===== src/hdl/normalized_conv3x3_stream_macros.svh =====
// Assertion macros used by the normalized 3x3 convolution stream top level.
`ifndef NORMALIZED_CONV3X3_STREAM_MACROS_SVH
`define NORMALIZED_CONV3X3_STREAM_MACROS_SVH
`ifndef SYNTH
`define NCV_ASSERT(lbl, clk, rstn, prop, msg) \
    lbl: assert property (@(posedge clk) disable iff (!rstn) prop) else $error(msg);
`define NCV_ASSERT_NEVER(lbl, clk, rstn, cond, msg) \
    `NCV_ASSERT(lbl, clk, rstn, !(cond), msg)
`else
`define NCV_ASSERT(lbl, clk, rstn, prop, msg)
`define NCV_ASSERT_NEVER(lbl, clk, rstn, cond, msg)
`endif
`endif


===== src/hdl/ncv_pkg.sv =====
// Types and constants shared by the normalized 3x3 convolution stream.
`timescale 1ns / 1ps
package ncv_pkg;

    localparam int unsigned PIX_W     = 8;
    localparam int unsigned FCOLS_W   = 11;
    localparam int unsigned FROWS_W   = 12;
    localparam int unsigned KROW_W    = 24;
    localparam int unsigned ROW_W     = 12;
    localparam int unsigned COL_W     = 10;
    localparam int unsigned VAL_W     = 13;
    localparam int unsigned CNT_ROW_W = 13;
    localparam int unsigned ACC_W     = 20;
    localparam int unsigned KSUM_W    = 11;
    localparam int unsigned QUO_W     = 12;
    localparam int unsigned TAPS      = 9;
    localparam int unsigned TDATA_W   = 40;
    localparam int unsigned PADDR_W   = 5;
    localparam int unsigned PDATA_W   = 32;

    typedef enum logic [2:0] {
        REG_FRAME_COLS    = 3'd0,
        REG_FRAME_ROWS    = 3'd1,
        REG_KERNEL_TOP    = 3'd2,
        REG_KERNEL_MIDDLE = 3'd3,
        REG_KERNEL_BOTTOM = 3'd4
    } t_reg_idx;

    localparam logic REQ_PIXEL = 1'b0;
    localparam logic REQ_FLUSH = 1'b1;

    // Window taps, index row * 3 + column, top-left first.
    typedef logic [TAPS-1:0][PIX_W-1:0] t_window;

    typedef struct packed {
        logic                    done;
        logic                    zero_kernel;
        logic signed [VAL_W-1:0] value;
    } t_flt_sts;

endpackage


===== src/hdl/ncv_filter.sv =====
// Kernel unit: serial multiply-accumulate over the window and restoring divide.
`timescale 1ns / 1ps
module ncv_filter (
    input  logic                        i_clk,
    input  logic                        i_rst_n,
    input  logic                        i_start,
    input  ncv_pkg::t_window            i_window,
    input  logic [ncv_pkg::KROW_W-1:0]  i_kernel_top,
    input  logic [ncv_pkg::KROW_W-1:0]  i_kernel_middle,
    input  logic [ncv_pkg::KROW_W-1:0]  i_kernel_bottom,
    output ncv_pkg::t_flt_sts           o_sts
);
    import ncv_pkg::*;

    typedef enum logic [4:0] {
        F_IDLE = 5'b00001,
        F_MAC  = 5'b00010,
        F_PREP = 5'b00100,
        F_DIV  = 5'b01000,
        F_DONE = 5'b10000
    } t_fstate;

    t_fstate                    r_state;
    logic [3:0]                 r_idx;
    logic [3:0]                 r_cnt;
    logic signed [ACC_W-1:0]    r_acc;
    logic [KSUM_W-1:0]          r_ksum;
    logic [KSUM_W-1:0]          r_rem;
    logic [QUO_W-1:0]           r_dlo;
    logic [QUO_W-1:0]           r_quo;
    logic                       r_neg;
    logic                       r_zero;

    logic [KROW_W-1:0]          w_rows [3];
    logic signed [PIX_W-1:0]    w_coef [TAPS];
    logic [KSUM_W-1:0]          w_ksum;
    logic signed [PIX_W:0]      w_cext;
    logic signed [2*PIX_W:0]    w_prod;
    logic [ACC_W-1:0]           w_mag;
    logic [ACC_W+2:0]           w_dividend;
    logic [QUO_W-1:0]           w_trial;
    logic [QUO_W-1:0]           w_diff;
    logic                       w_ge;
    logic [VAL_W-1:0]           w_quo_ext;

    assign w_rows[0] = i_kernel_top;
    assign w_rows[1] = i_kernel_middle;
    assign w_rows[2] = i_kernel_bottom;

    // Coefficients and the sum of their magnitudes; -128 gives 128.
    always_comb begin
        w_ksum = '0;
        for (int i = 0; i < 3; i++) begin
            for (int j = 0; j < 3; j++) begin
                w_coef[i*3+j] = signed'(w_rows[i][8*j +: 8]);
            end
        end
        for (int t = 0; t < TAPS; t++) begin
            w_cext = {w_coef[t][PIX_W-1], w_coef[t]};
            if (w_cext < 0) begin
                w_ksum = w_ksum + KSUM_W'(-w_cext);
            end else begin
                w_ksum = w_ksum + KSUM_W'(w_cext);
            end
        end
    end

    assign w_prod = $signed({1'b0, i_window[r_idx]}) * w_coef[r_idx];

    // The magnitude stays below 2^19, so its top bit is always zero.
    assign w_mag      = r_acc[ACC_W-1] ? ACC_W'(-r_acc) : ACC_W'(r_acc);
    assign w_dividend = {w_mag[ACC_W-2:0], 4'b0000};
    assign w_trial    = {r_rem, r_dlo[QUO_W-1]};
    assign w_ge       = (w_trial >= {1'b0, r_ksum});
    assign w_diff     = w_trial - {1'b0, r_ksum};

    always_ff @(posedge i_clk) begin
        if (!i_rst_n) begin
            r_state <= F_IDLE;
        end else begin
            case (r_state)
                F_IDLE: begin
                    if (i_start) begin
                        r_acc  <= '0;
                        r_idx  <= '0;
                        r_ksum <= w_ksum;
                        r_zero <= (w_ksum == '0);
                        r_neg  <= 1'b0;
                        r_quo  <= '0;
                        r_state <= (w_ksum == '0) ? F_DONE : F_MAC;
                    end
                end
                F_MAC: begin
                    r_acc <= r_acc + ACC_W'(w_prod);
                    r_idx <= r_idx + 4'd1;
                    if (r_idx == 4'(TAPS - 1)) begin
                        r_state <= F_PREP;
                    end
                end
                F_PREP: begin
                    // Dividend is |acc| * 16; the quotient stays below 4096.
                    r_neg   <= r_acc[ACC_W-1];
                    r_rem   <= w_dividend[ACC_W+2 -: KSUM_W];
                    r_dlo   <= w_dividend[QUO_W-1:0];
                    r_cnt   <= '0;
                    r_state <= F_DIV;
                end
                F_DIV: begin
                    r_rem <= w_ge ? w_diff[KSUM_W-1:0] : w_trial[KSUM_W-1:0];
                    r_quo <= {r_quo[QUO_W-2:0], w_ge};
                    r_dlo <= {r_dlo[QUO_W-2:0], 1'b0};
                    r_cnt <= r_cnt + 4'd1;
                    if (r_cnt == 4'(QUO_W - 1)) begin
                        r_state <= F_DONE;
                    end
                end
                F_DONE: begin
                    r_state <= F_IDLE;
                end
                default: begin
                    r_state <= F_IDLE;
                end
            endcase
        end
    end

    assign w_quo_ext         = {1'b0, r_quo};
    assign o_sts.done        = (r_state == F_DONE);
    assign o_sts.zero_kernel = r_zero;
    assign o_sts.value       = r_neg ? signed'(-w_quo_ext) : signed'(w_quo_ext);

endmodule


===== config.mk =====
export PLATFORM = sky130hd
export DESIGN_NAME = ncv_filter
export DESIGN_NICKNAME = d
export VERILOG_FILES = /design/src/hdl/normalized_conv3x3_stream_macros.svh /design/src/hdl/ncv_pkg.sv /design/src/hdl/ncv_filter.sv
export SDC_FILE = /design/constraint.sdc
export NUM_CORES = 1
export LEC_CHECK = 0
export ABC_AREA = 1
export BUFFER_PORTS_ARGS = -buffer_cell sky130_fd_sc_hd__buf_2
export CORE_MARGIN = 4
export CORE_UTILIZATION = 56
export CTS_CLUSTER_SIZE = 30
export DETAILED_ROUTE_END_ITERATION = 12
export PLACE_DENSITY = 0.89
export SLEW_MARGIN = 20
export SYNTH_ARGS = -nofsm -noshare
export SYNTH_HDL_FRONTEND = slang
export SYNTH_SLANG_ARGS = --single-unit

===== constraint.sdc =====
create_clock -name i_clk -period 9.8 [get_ports i_clk]
set_input_delay 1.47 -clock i_clk [delete_from_list [all_inputs] [get_ports i_clk]]
set_output_delay 1.47 -clock i_clk [all_outputs]
set_load 0.005 [all_outputs]

* Word level (Yosys, flattened, before mapping)
Cells that the tools add are included.
** Storage, ports and cells
- Register bits after elaboration :: 81
- Output and inout port bits :: 15
- Input bits :: 147
- Logic and storage cells :: 109
** Operators by class
- Mux-type cells :: 33
- Order comparisons :: 12
- Multiply operators :: 1
- Equality and inequality tests :: 10
- Bitwise gates (word level) :: 1
- Add/subtract/negate cells :: 31
- Reduce and logical (&&, ||, !) cells :: 11
** Operators with widths (count)
- $add A11 B11 Y11 :: 16
- $mux W11 :: 10
- $neg A8 Y11 :: 9
- $lt A8 B1 Y1 const B :: 9
- $bmux W8 S4 :: 2
- $pmux W12 S2 :: 2
- $pmux W20 S2 :: 1
- $mux W8 :: 3
- $pmux W11 S2 :: 1
- $add A20 B17 Y20 :: 1
- $mux W20 :: 1
- $mux W5 :: 4
- $pmux W5 S4 :: 1
- $mux W19 :: 1
- $neg A19 Y19 :: 1
- $mul A9 B8 Y17 :: 1
- $pmux W4 S2 :: 2
- $reduce_and A3 Y1 :: 5
- $mux W13 :: 1
- $neg A12 Y13 :: 1
- $ge A12 B11 Y1 :: 1
- $mux W12 :: 1
- $logic_not A11 Y1 :: 1
- $sub A11 B11 Y11 :: 1
- other kinds (16) :: 23

* Depth between registers and ports, before layout
Gate-level depths: netlist of the first run.
- Word-level depth :: 22
- Gate-level depth with buffers :: 77
- Mapped depth without buffers :: 75

* Worst setup path before layout of the first run
OpenSTA, ideal clock, no wires.
- Kind :: input-to-reg
- From :: input i_kernel_top[0] (netlist bit)
- To :: register r_zero, data pin
- Stages on the path :: 70
- Path buffers :: 3
- Arrival :: 10.374 ns
- Path slack :: -0.825 ns
- Library setup time :: 0.251 ns
- Required time :: 9.549 ns
- Cell sequence :: inv_1 -> ha_1 -> nand2_1 -> o21ai_0 -> fa_1 -> nand2_1 -> o21ai_0 -> xor2_1 -> ha_1 -> buf_6 -> inv_1 -> a21oi_1 -> nand2_1 -> o21ai_0 -> xor2_1 -> inv_1 -> ha_1 -> inv_1 -> (+34 left out) -> inv_1 -> ha_1 -> inv_1 -> nand3_1 -> nand2_1 -> inv_1 -> ha_1 -> inv_1 -> nor3_1 -> o21ai_0 -> nand4_1 -> nand2_1 -> nand2_1 -> nand2_1 -> nand3_1 -> nand3_1 -> nand3_2 -> inv_1
** On the way
- Longest elaborated chain between the ends :: 19
- Elaborated cells between the ends (all ways) :: 28
- Classes of those cells :: 17 x add/sub; 1 x order compare; 9 x mux; 1 x reduce/logical
** Ends and longest elaborated chain
- from (decl) :: line ncv_filter.sv:8 : input logic [ncv_pkg::KROW_W-1:0] i_kernel_top,
- $neg A8 Y11 or $lt A8 B1 Y1 (tied branches) :: line ncv_filter.sv:61, ncv_filter.sv:60
- $mux W11 * :: line ncv_filter.sv:60 : if (w_cext < 0) begin
- $add A11 B11 Y11, on equally long branches :: line ncv_filter.sv:63, ncv_filter.sv:61
- $mux W11 * :: line ncv_filter.sv:60
- $add A11 B11 Y11, on equally long branches :: line ncv_filter.sv:63, ncv_filter.sv:61
- $mux W11 * :: line ncv_filter.sv:60
- $add A11 B11 Y11, on equally long branches :: line ncv_filter.sv:63, ncv_filter.sv:61
- $mux W11 * :: line ncv_filter.sv:60
- (+3 left out)
- $mux W11 * :: line ncv_filter.sv:60
- $add A11 B11 Y11, on equally long branches :: line ncv_filter.sv:63, ncv_filter.sv:61
- $mux W11 * :: line ncv_filter.sv:60
- $add A11 B11 Y11, on equally long branches :: line ncv_filter.sv:63, ncv_filter.sv:61
- $mux W11 * :: line ncv_filter.sv:60
- $add A11 B11 Y11, on equally long branches :: line ncv_filter.sv:63, ncv_filter.sv:61
- $mux W11 * :: line ncv_filter.sv:60
- $logic_not A11 Y1 * :: line ncv_filter.sv:87 : r_zero <= (w_ksum == '0);
- to (signal assigned) :: line ncv_filter.sv:87
- to (decl) :: line ncv_filter.sv:32 : logic r_zero;
Mark *: on every way between the ends. The rest lies on a longest branch, timed or not.
A chain may end at the register's enable or synchronous reset.

* Worst setup path after layout of the first run
- From :: input i_kernel_top[1] (netlist bit)
- To :: register r_zero, data pin
The elaborated chain is that of the path after synthesis.

==> results.md, run 1 <==
* Yosys reg bits at 77
* Final net count at 3292
* Post-synth EDFFs at 72
* GRT Overall Usage at 36.1%
* Worst hold path class: reg -> reg
* Worst reg2reg path startpoint: r_idx[0]$_SDFFCE_PN0P_
* CP bufs+invs at 13
* Synth Warn # at 0
* Max cap viols at 0
* Yosys top cell by area: ha_1
* Wire length on met2 at roughly 28000 um
* FILL cells at 1753
* Post-synth top area share at 18.9%
* CP startpoint kind: primary input
* Hold path startpoint: r_dlo[5]$_DFFE_PP_
* Total negative slack at -6.59 ns
* Final setup fails at 7
* Crit Path Max Fanout at 6
* Final wirelength at about 61000 um
* Router iterations before antenna repair at 9
* Reg2Reg Setup Slack at a little under 2 ns
* Synth Instances at roughly 2300
* Via density at 5.96
* Num CTS Buffers at 9
* Fin. max-slew vios at 0
* Synth Flop Type: edfxtp_1
* WL met1 at between 20000 and 25000 um
* CP Class: in -> reg
* Die Height at 176 um
* Fin util at slightly below 80%
* Max incr delay on CP at 0.55 ns
* Core area at 27800 um^2
* RD Place Congestion at roughly 0.99
* Unrepaired setup endpoints after global routing: yes
* Hold worst-path end: r_dlo[6]$_DFFE_PP_
* Met3 WL at 6070 um
* Initial antenna violation count at 1
* Part of the Yosys area used for sequential elements at 14.3%
* Design area at between 20000 and 25000 um^2
* Worst-margin pin slew at 1.03 ns
* Largest family of logic cells by synthesized area: adder cells
* First-pass GRT wire length at 91700 um
* Cell mode on critical path: nand2_1
* CTS Hold Bufs at 0
* Maximum clock rate at just over 90 MHz
* Clock transition at path regs at around 0.060 ns
* Synth cell types at 53
* Final worst slack at -1.14 ns
* Avg Cell Area, Syn at 6.83 um^2
* Worst path required time at ~9.9 ns
* Placed inst area at 19300 um^2
* Clock Skews at between 0.01 and 0.015 ns
* CP top delay family: adder cells
* CTS tree: built
* P&R area growth vs syn at 37.0%
* Iteration-0 DRC count of the detailed router at 2306
* Max_slew headroom at 31.0%
* Cell area after synthesis at ~16000 um^2
* Clk buf depth at 2
* Tmin final at 10.94 ns
* Arrival @ worst endpoint at 11.04 ns
* DP HPWL at 42000 um
* Share of cells above drive strength 1 at 30.5%
* Multi-input logic area at between 10000 and 15000 um^2
* Most frequent cell after synthesis: inv_1
* Routed vias at 19200
* Initial Util at a little under three fifths
* Die area at around 31000 um^2
* Critical-path top delay cell: o21ai_0
* Top post-synthesis cells by area: ha_1 (19%), edfxtp_1 (14%), inv_1 (10%)
* Clk sink count at 77
* Xor and xnor area share after synthesis at between 5 and 6%
* Status: finished, violations left
* IO Pins at 162
* Number of global-route vias before repair at 19100
* Worst r2r dst: r_acc[16]$_SDFFCE_PN0P_
* Largest net degree at the start of global routing at 65
* Worst-Skew Late Latency at 0.35 ns
* Mux contribution to synthesized area at 0.0635%
* Drt wl/cell at 18.9 um
* Commonest cells post-synth: inv_1 (423), nand2_1 (401), ha_1 (238), o21ai_0 (203), a21oi_1 (177)
* Die X at 176 um
* Register area at 2260 um^2
* Failing checks: setup timing
* Detail Route Antenna Nets at 0
* Clk root buf: clkbuf_16
* Synth Area in Simple Gates at 20.9%
* Final period util at 112%
* Worst reg-to-reg path cell count at 27
* DRC viols at 0
* Num rows at 61
* Synth Area in Adders at 27.5%
* CP startpoint: i_kernel_top[1]
* Htree depth at 3
* Remaining Overflow, GRT at 0
* Worst Setup End Kind: flip-flop
* Hold Fails Final Rpt at 0
* Post-synth ARST share at 0%
* Worst hold stages at 2
* Port bufs at 161
* Compound-Gate Fraction of Synth Area at 19.1%
* Top Layer Used: met4
-- layout by cell type (no fill, tap or decap), types with 9 or more instances in the layout --
| master | instances |
|---|---|
| xor2_2 | 10 |
| ha_4 | 40 |
| clkbuf_16 | 9 |
| nor3_1 | 30 |
| fa_1 | 64 |
| xor2_1 | 74 |
| inv_2 | 42 |
| o21bai_1 | 23 |
| o21ai_0 | 149 |
| a21oi_2 | 31 |
| buf_2 | 159 |
| buf_6 | 9 |
| nand2_1 | 378 |
| o21ai_2 | 24 |
| o221ai_1 | 16 |
| a21o_1 | 13 |
| nor3_2 | 9 |
| a31oi_1 | 13 |
| inv_1 | 389 |
| ha_1 | 196 |
| nand3_1 | 90 |
| buf_4 | 415 |
| nor2_1 | 170 |
| nand2_2 | 23 |
| a21oi_1 | 145 |
| o21ai_1 | 67 |
| o31ai_1 | 9 |
| nand4_1 | 20 |
| edfxtp_1 | 72 |
-- sequential cells by signal, summed over array words and instances, names as in the netlist --
name     flops
r_cnt        4
r_neg        1
r_ksum      11
r_idx        4
r_quo       12
r_rem       11
r_zero       1
r_state      5
r_dlo        8
r_acc       20
-- how the worst max path moves through the flow --
stage | to | slack, ns | cells after the start
finish | r_zero$_DFFE_PP_ | -1.14 | 65
detailed placement | r_state[1]$_SDFFE_PN0P_ | -1.22 | 59
global placement | r_zero$_DFFE_PP_ | -1.0 | 67
floorplan | r_state[1]$_SDFFE_PN0P_ | 0.005 | 67
global route | r_zero$_DFFE_PP_ | -1.54 | 62
CTS | r_zero$_DFFE_PP_ | -0.16 | 67
-- layout make-up --
cell class	count	share of cell area, %
clock inverters	4	0.122
well taps	378	2.19
inverters	444	7.83
diodes	1	0.0116
flip-flops and latches	77	10.5
repair buffers	585	18.7
multi-input cells	1722	59.6
clock buffers	11	1.12
-- routing by layer --
metal  vias up  GRT usage [%]
met2      1393           61.6
met5         -              0
li1       8583              -
met3       459           6.80
met4         0           21.4
met1      8778           42.3
-- logic make-up after synthesis --
kind of cell,count (synthesis)
AOI/OAI and AO/OA,537
muxes,1
xor gates and xnor gates,97
DFF,77
adders and majority gates,306
and+or+nand+nor,776
buffers and inverters,516
other,1
-- worst min-delay path: cells and delay by family, from the launching register on --
family | cells | cell delay, ns
compound gates | 1 | 0.06
flops | 1 | 0.33
simple gates | 1 | 0.05
-- stage by stage --
stage / setup slack, ns / hold slack (ns) / std cells
after CTS: -0.157 / 0.535 / 3207
after global routing: -1.54 / 0.576 / 3222
final: -1.14 / 0.541 / 3222
after floorplan: 0.00472 / 0.481 / 2315
after global placement: -0.997 / 0.505 / 3089
after detailed placement: -1.22 / 0.519 / 3089
-- what timing repair did --
action                     CTS  global route
setup buffers              104            15
pin swaps                  118            83
setup endpoints to repair    8             9
resized for setup          172           102
Power of run 1 is left out: the tool's default activity adds up to more than one toggle a clock period on the data nets, which glitch-free logic cannot reach.
==> inputs of run 2 (changes only) <==
- CORE_UTILIZATION: 56 -> 30
- CTS_CLUSTER_SIZE: 30 -> 24
- PLACE_DENSITY: 0.89 -> 0.58
==> results.md, run 2 (same netlist as run 1, synthesis figures left out) <==
* Status: finished, violations left
* Failing checks: setup timing
* Final period util at 102%
* Remaining Overflow, GRT at 0
* Reg2Reg Setup Slack at 2.51 ns
* CP bufs+invs at 29
* Detail Route Antenna Nets at 0
* Via density at 4.80
* Share of cells above drive strength 1 at 31.7%
* Max_slew headroom at 32.5%
* Crit Path Max Fanout at 6
* Unrepaired setup endpoints after global routing: yes
* Drt wl/cell at 14.8 um
* Initial Util at around 30%
* Max incr delay on CP at 0.42 ns
* Clk buf depth at 2
* Max cap viols at 0
* Largest net degree at the start of global routing at 65
* Num CTS Buffers at 9
* Routed vias at 17000
* Fin util at 42.7%
* Most frequent cells in the layout: buf_4 (431), inv_1 (384), nand2_1 (380)
* CTS tree: built
* Worst path required time at 9.91 ns
* Htree depth at 3
* CP Class: in -> reg
* FILL cells at approximately 5300
* Cell mode on critical path: buf_4
* Die area at 56300 um^2
* Tmin final at 10.0 ns
* Num rows at 83
* Maximum clock rate at about 100 MHz
* Worst Setup End Kind: flip-flop
* Fin. max-slew vios at 0
* GRT Overall Usage at 17.8%
* Initial antenna violation count at 2
* Iteration-0 DRC count of the detailed router at 924
* Biggest regs: r_acc (20), r_quo (12)
* Clk sink count at 77
* CP top delay family: buffers and inverters
* Final worst slack at -0.198 ns
* Number of global-route vias before repair at 16900
* First-pass GRT wire length at about 83000 um
* RD Place Congestion at 0.912
* Multi-input logic area at ~13000 um^2
* Router iterations before antenna repair at 5
* CP startpoint kind: primary input
* IO Pins at ~160
* Worst-margin pin slew at 1.01 ns
* Die Height at about 240 um
* Hold Fails Final Rpt at 0
* Port bufs at 161
* Max FFs per register at 20
* Placed cells at 3425
* DRC viols at 0
* Critical-path top delay cell: fa_2
* Post-Layout Cell Count at 3544
* Worst hold path class: reg -> reg
* Register area at 2260 um^2
* CTS Hold Bufs at 0
* Clock Skews at 0.0119 ns
* Final wirelength at around 52000 um
* Clock transition at path regs at 0.06 ns
* DP HPWL at 42600 um
* Final net count at ~3300
* Final setup fails at 4
* Clk root buf: clkbuf_16
* Core area at 51700 um^2
* Worst-Skew Late Latency at 0.34 ns
* Biggest register: r_acc
* Arrival @ worst endpoint at 10.11 ns
* Die X at 237 um
* Total negative slack at -0.654 ns
* Most common cell after layout, fill and taps aside: buf_4
* P&R area growth vs syn at 39.9%
-- run 2: changes by cell type in the layout (fill, tap and decap cells not counted), sizes merged --
| cell | change |
|---|---|
| clkinv | -3 |
| buf | +18 |
| clkbuf | -2 |
| bufinv | +1 |
| inv | +5 |
| diode | +1 |
-- run 2: stage by stage --
stage               worst slack, ns  cell area, um^2  hold slack, ns
floorplan                   0.00472            16000           0.481
global placement              -1.13            19900           0.508
detailed placement            -1.32            19900           0.519
CTS                          -0.120            21600           0.535
global route                 -0.756            22100           0.561
finish                       -0.198            22100           0.529
-- run 2: routing by layer --
metal | vias up | wire length (um) | global-route usage, %
li1 | 8626 | - | -
met3 | 80 | 2090 | 1.93
met4 | 2 | 1640 | 5.27
met1 | 7910 | 23300 | 22.4
met5 | - | 12 | 0
met2 | 382 | 25400 | 32.2
-- run 2: final timing paths --
kind                     startpoint                      end  cells after the start
max                 i_kernel_top[0]         r_zero$_DFFE_PP_                     63
min              r_dlo[8]$_DFFE_PP_       r_dlo[9]$_DFFE_PP_                      2
max reg2reg  r_idx[0]$_SDFFCE_PN0P_  r_acc[16]$_SDFFCE_PN0P_                     25
min reg2reg      r_dlo[8]$_DFFE_PP_       r_dlo[9]$_DFFE_PP_                      2
-- run 2: timing repair --
| action | 4_1_cts | 5_1_grt |
|---|---|---|
| gates resized for setup | 193 | 73 |
| pin swaps | 121 | 76 |
| setup endpoints to repair | 8 | 9 |
| gates cloned | 0 | 0 |
| buffers inserted | 88 | 12 |
-- run 2: layout make-up --
| class | count | area share [%] |
|---|---|---|
| diodes | 2 | 0.0227 |
| clock buffers | 9 | 1.02 |
| inverters | 444 | 7.65 |
| clock inverters | 7 | 0.391 |
| flip-flops and latches | 77 | 10.3 |
| well taps | 680 | 3.86 |
| repair buffers | 603 | 19.0 |
| multi-input cells | 1722 | 57.9 |
-- run 2: worst min-delay path, stage by stage, from the launching register on --
cell      delay, ns
edfxtp_1       0.32
nand2_1        0.05
o21ai_0        0.06
Power of run 2 is left out for the same reason.
==> inputs of run 3 (changes only) <==
- ABC_AREA: 1 -> not set
==> results.md, run 3 <==
* P&R area growth vs syn at 34.0%
* First-pass GRT wire length at about 70000 um
* Worst reg-to-reg path cell count at 24
* Most frequent cell after synthesis: ha_1
* Most frequent cells in the layout: buf_4 (316), inv_1 (218), ha_1 (216)
* Fin. max-slew vios at 0
* Critical-path top delay cell: fa_2
* Yosys top cell by area: ha_1
* Avg Cell Area, Syn at between 8 and 9 um^2
* Via density at 4.86
* DRC viols at 0
* Hold Slack at 0.525 ns
* Max incr delay on CP at roughly 0.45 ns
* CTS Hold Bufs at 0
* Tmin final at 10.62 ns
* Die Height at 228 um
* Top post-synthesis cells by area: ha_1 (20%), edfxtp_1 (15%), fa_1 (9.3%)
* Initial Util at 30.5%
* Post-synth ARST share at 0%
* Failing checks: setup timing
* Clock transition at path regs at roughly 0.070 ns
* Clk buf depth at 2
* Routed vias at 13400
* Biggest register: r_acc
* Synth cell types at 72
* Htree depth at 3
* Commonest cells post-synth: ha_1 (238), inv_1 (227), nor2_1 (146), a21oi_1 (134)
* Biggest regs: r_acc (20), r_quo (12)
* Met3 WL at around 1600 um
* Max cap viols at 0
* Number of global-route vias before repair at 13600
* Max_slew headroom at 31.9%
* Die X at ~230 um
* Final period util at 108%
* Hold Fails Final Rpt at 0
* Clk root buf: clkbuf_16
* Final net count at roughly 2600
* Arrival @ worst endpoint at roughly 11 ns
* Num CTS Buffers at 9
* Part of the Yosys area used for sequential elements at 15.5%
* Max FFs per register at 20
* Synth Flop Type: edfxtp_1
* Unrepaired setup endpoints after global routing: yes
* Worst hold stages at 2
* Wire length on met2 at around 22000 um
* GRT Overall Usage at 15.9%
* Worst Setup End Kind: flip-flop
* Num rows at 80
* Worst hold path class: reg -> reg
* Final wirelength at 43300 um
* Most common cell after layout, fill and taps aside: buf_4
* Synth Warn # at 0
* DP HPWL at 36500 um
* FILL cells at 4761
* IO Pins at 162
* Worst-margin pin slew at 1.02 ns
* Largest net degree at the start of global routing at 37
* WL met1 at 19200 um
* Detail Route Antenna Nets at 0
* Top Layer Used: met5
* CP startpoint kind: primary input
* Share of cells above drive strength 1 at about 32%
* Initial antenna violation count at 8
* Worst path required time at 10.09 ns
* CP Class: in -> reg
* Drt wl/cell at about 16 um
* Iteration-0 DRC count of the detailed router at between 500 and 600
* Final setup fails at 5
* Remaining Overflow, GRT at 0
* CTS tree: built
* Status: finished, violations left
* Synth Instances at 1699
* Clk sink count at 77
* Yosys reg bits at 77
* Crit Path Max Fanout at 4
* Worst-Skew Late Latency at 0.35 ns
* Final worst slack at -0.823 ns
* Router iterations before antenna repair at 5
* Core area at 47800 um^2
* Post-synth EDFFs at a little over 70
* Die area at approximately 52000 um^2
* Maximum clock rate at 94.1 MHz
* Post-synth top area share at just over 20%
* Port bufs at around 160
* Clock Skews at 0.00999 ns
* RD Place Congestion at 0.910
* Cell area after synthesis at 14600 um^2
run 3: changes by cell type after synthesis, moves of 43 or more:
cell     delta
nand2_1   -299
inv_1     -196
o21ai_0   -120
xnor2_1    +94
nand3_1    -83
xor2_1     -61
a21oi_1    -43
mux2i_1    +43
run 3: per-stage QoR:
step | instances | setup WS (ns) | util (%) | TNS (ns) | instance area (um^2)
floorplan | 1703 | -0.411 | - | -1.24 | 14700
global placement | 2702 | -1.20 | 37.9 | -5.36 | 18100
detailed placement | 2702 | -1.42 | 37.9 | -6.68 | 18100
CTS | 2750 | -0.694 | 39.8 | -2.55 | 19000
global route | 2763 | -1.17 | 40.8 | -5.49 | 19500
finish | 2763 | -0.823 | 40.8 | -3.20 | 19500
run 3: timing repair:
action,in CTS,in global routing
resized for setup,68,89
buffers inserted,32,12
endpoints found under the setup margin,5,7
pin swaps,79,87
run 3: critical path, delay by kind of cell:
kind	cells	cell delay (ns)
AO/OA/AOI/OAI	18	2.93
XOR/XNOR	9	1.73
adder cells (fa/ha/maj)	9	2.87
buffers and inverters	4	0.44
multiplexers	3	0.84
AND/OR/NAND/NOR	6	0.60
run 3: routing by layer:
layer,vias up,track usage (%)
met2,276,28.7
li1,6729,-
met4,10,3.87
met1,6346,20.1
met5,-,0
met3,66,2.12
run 3: cells by family after synthesis:
logic type               share of synthesized area, %
AND/OR/NAND/NOR                                  14.0
AO/OA/AOI/OAI                                    17.3
adder cells (fa/ha/maj)                          29.8
buffers and inverters                            7.33
XOR/XNOR                                         7.96
multiplexers                                     8.12
flip-flops                                       15.5
other                                          0.0257
run 3: layout make-up:
cell class              instances  area (um^2)  share of cell area [%]
diodes                          1         2.50                  0.0128
repair buffers                479         3230                    16.5
inverters                     230          881                    4.51
well taps                     615          769                    3.94
flip-flops and latches         77         2260                    11.6
clock buffers                   9          225                    1.15
multi-input cells            1345        12100                    61.8
clock inverters                 7         97.6                   0.499
run 3: worst paths after layout:
| kind | end | slack, ns | startpoint |
|---|---|---|---|
| hold / removal | r_dlo[11]$_DFFE_PP_ | 0.53 | r_dlo[10]$_DFFE_PP_ |
| setup reg to reg | r_acc[18]$_SDFFCE_PN0P_ | 1.86 | r_idx[0]$_SDFFCE_PN0P_ |
| hold reg to reg | r_dlo[11]$_DFFE_PP_ | 0.53 | r_dlo[10]$_DFFE_PP_ |
| setup / recovery | r_state[4]$_SDFFE_PN0P_ | -0.82 | i_kernel_top[1] |
Power of run 3 is left out for the same reason.
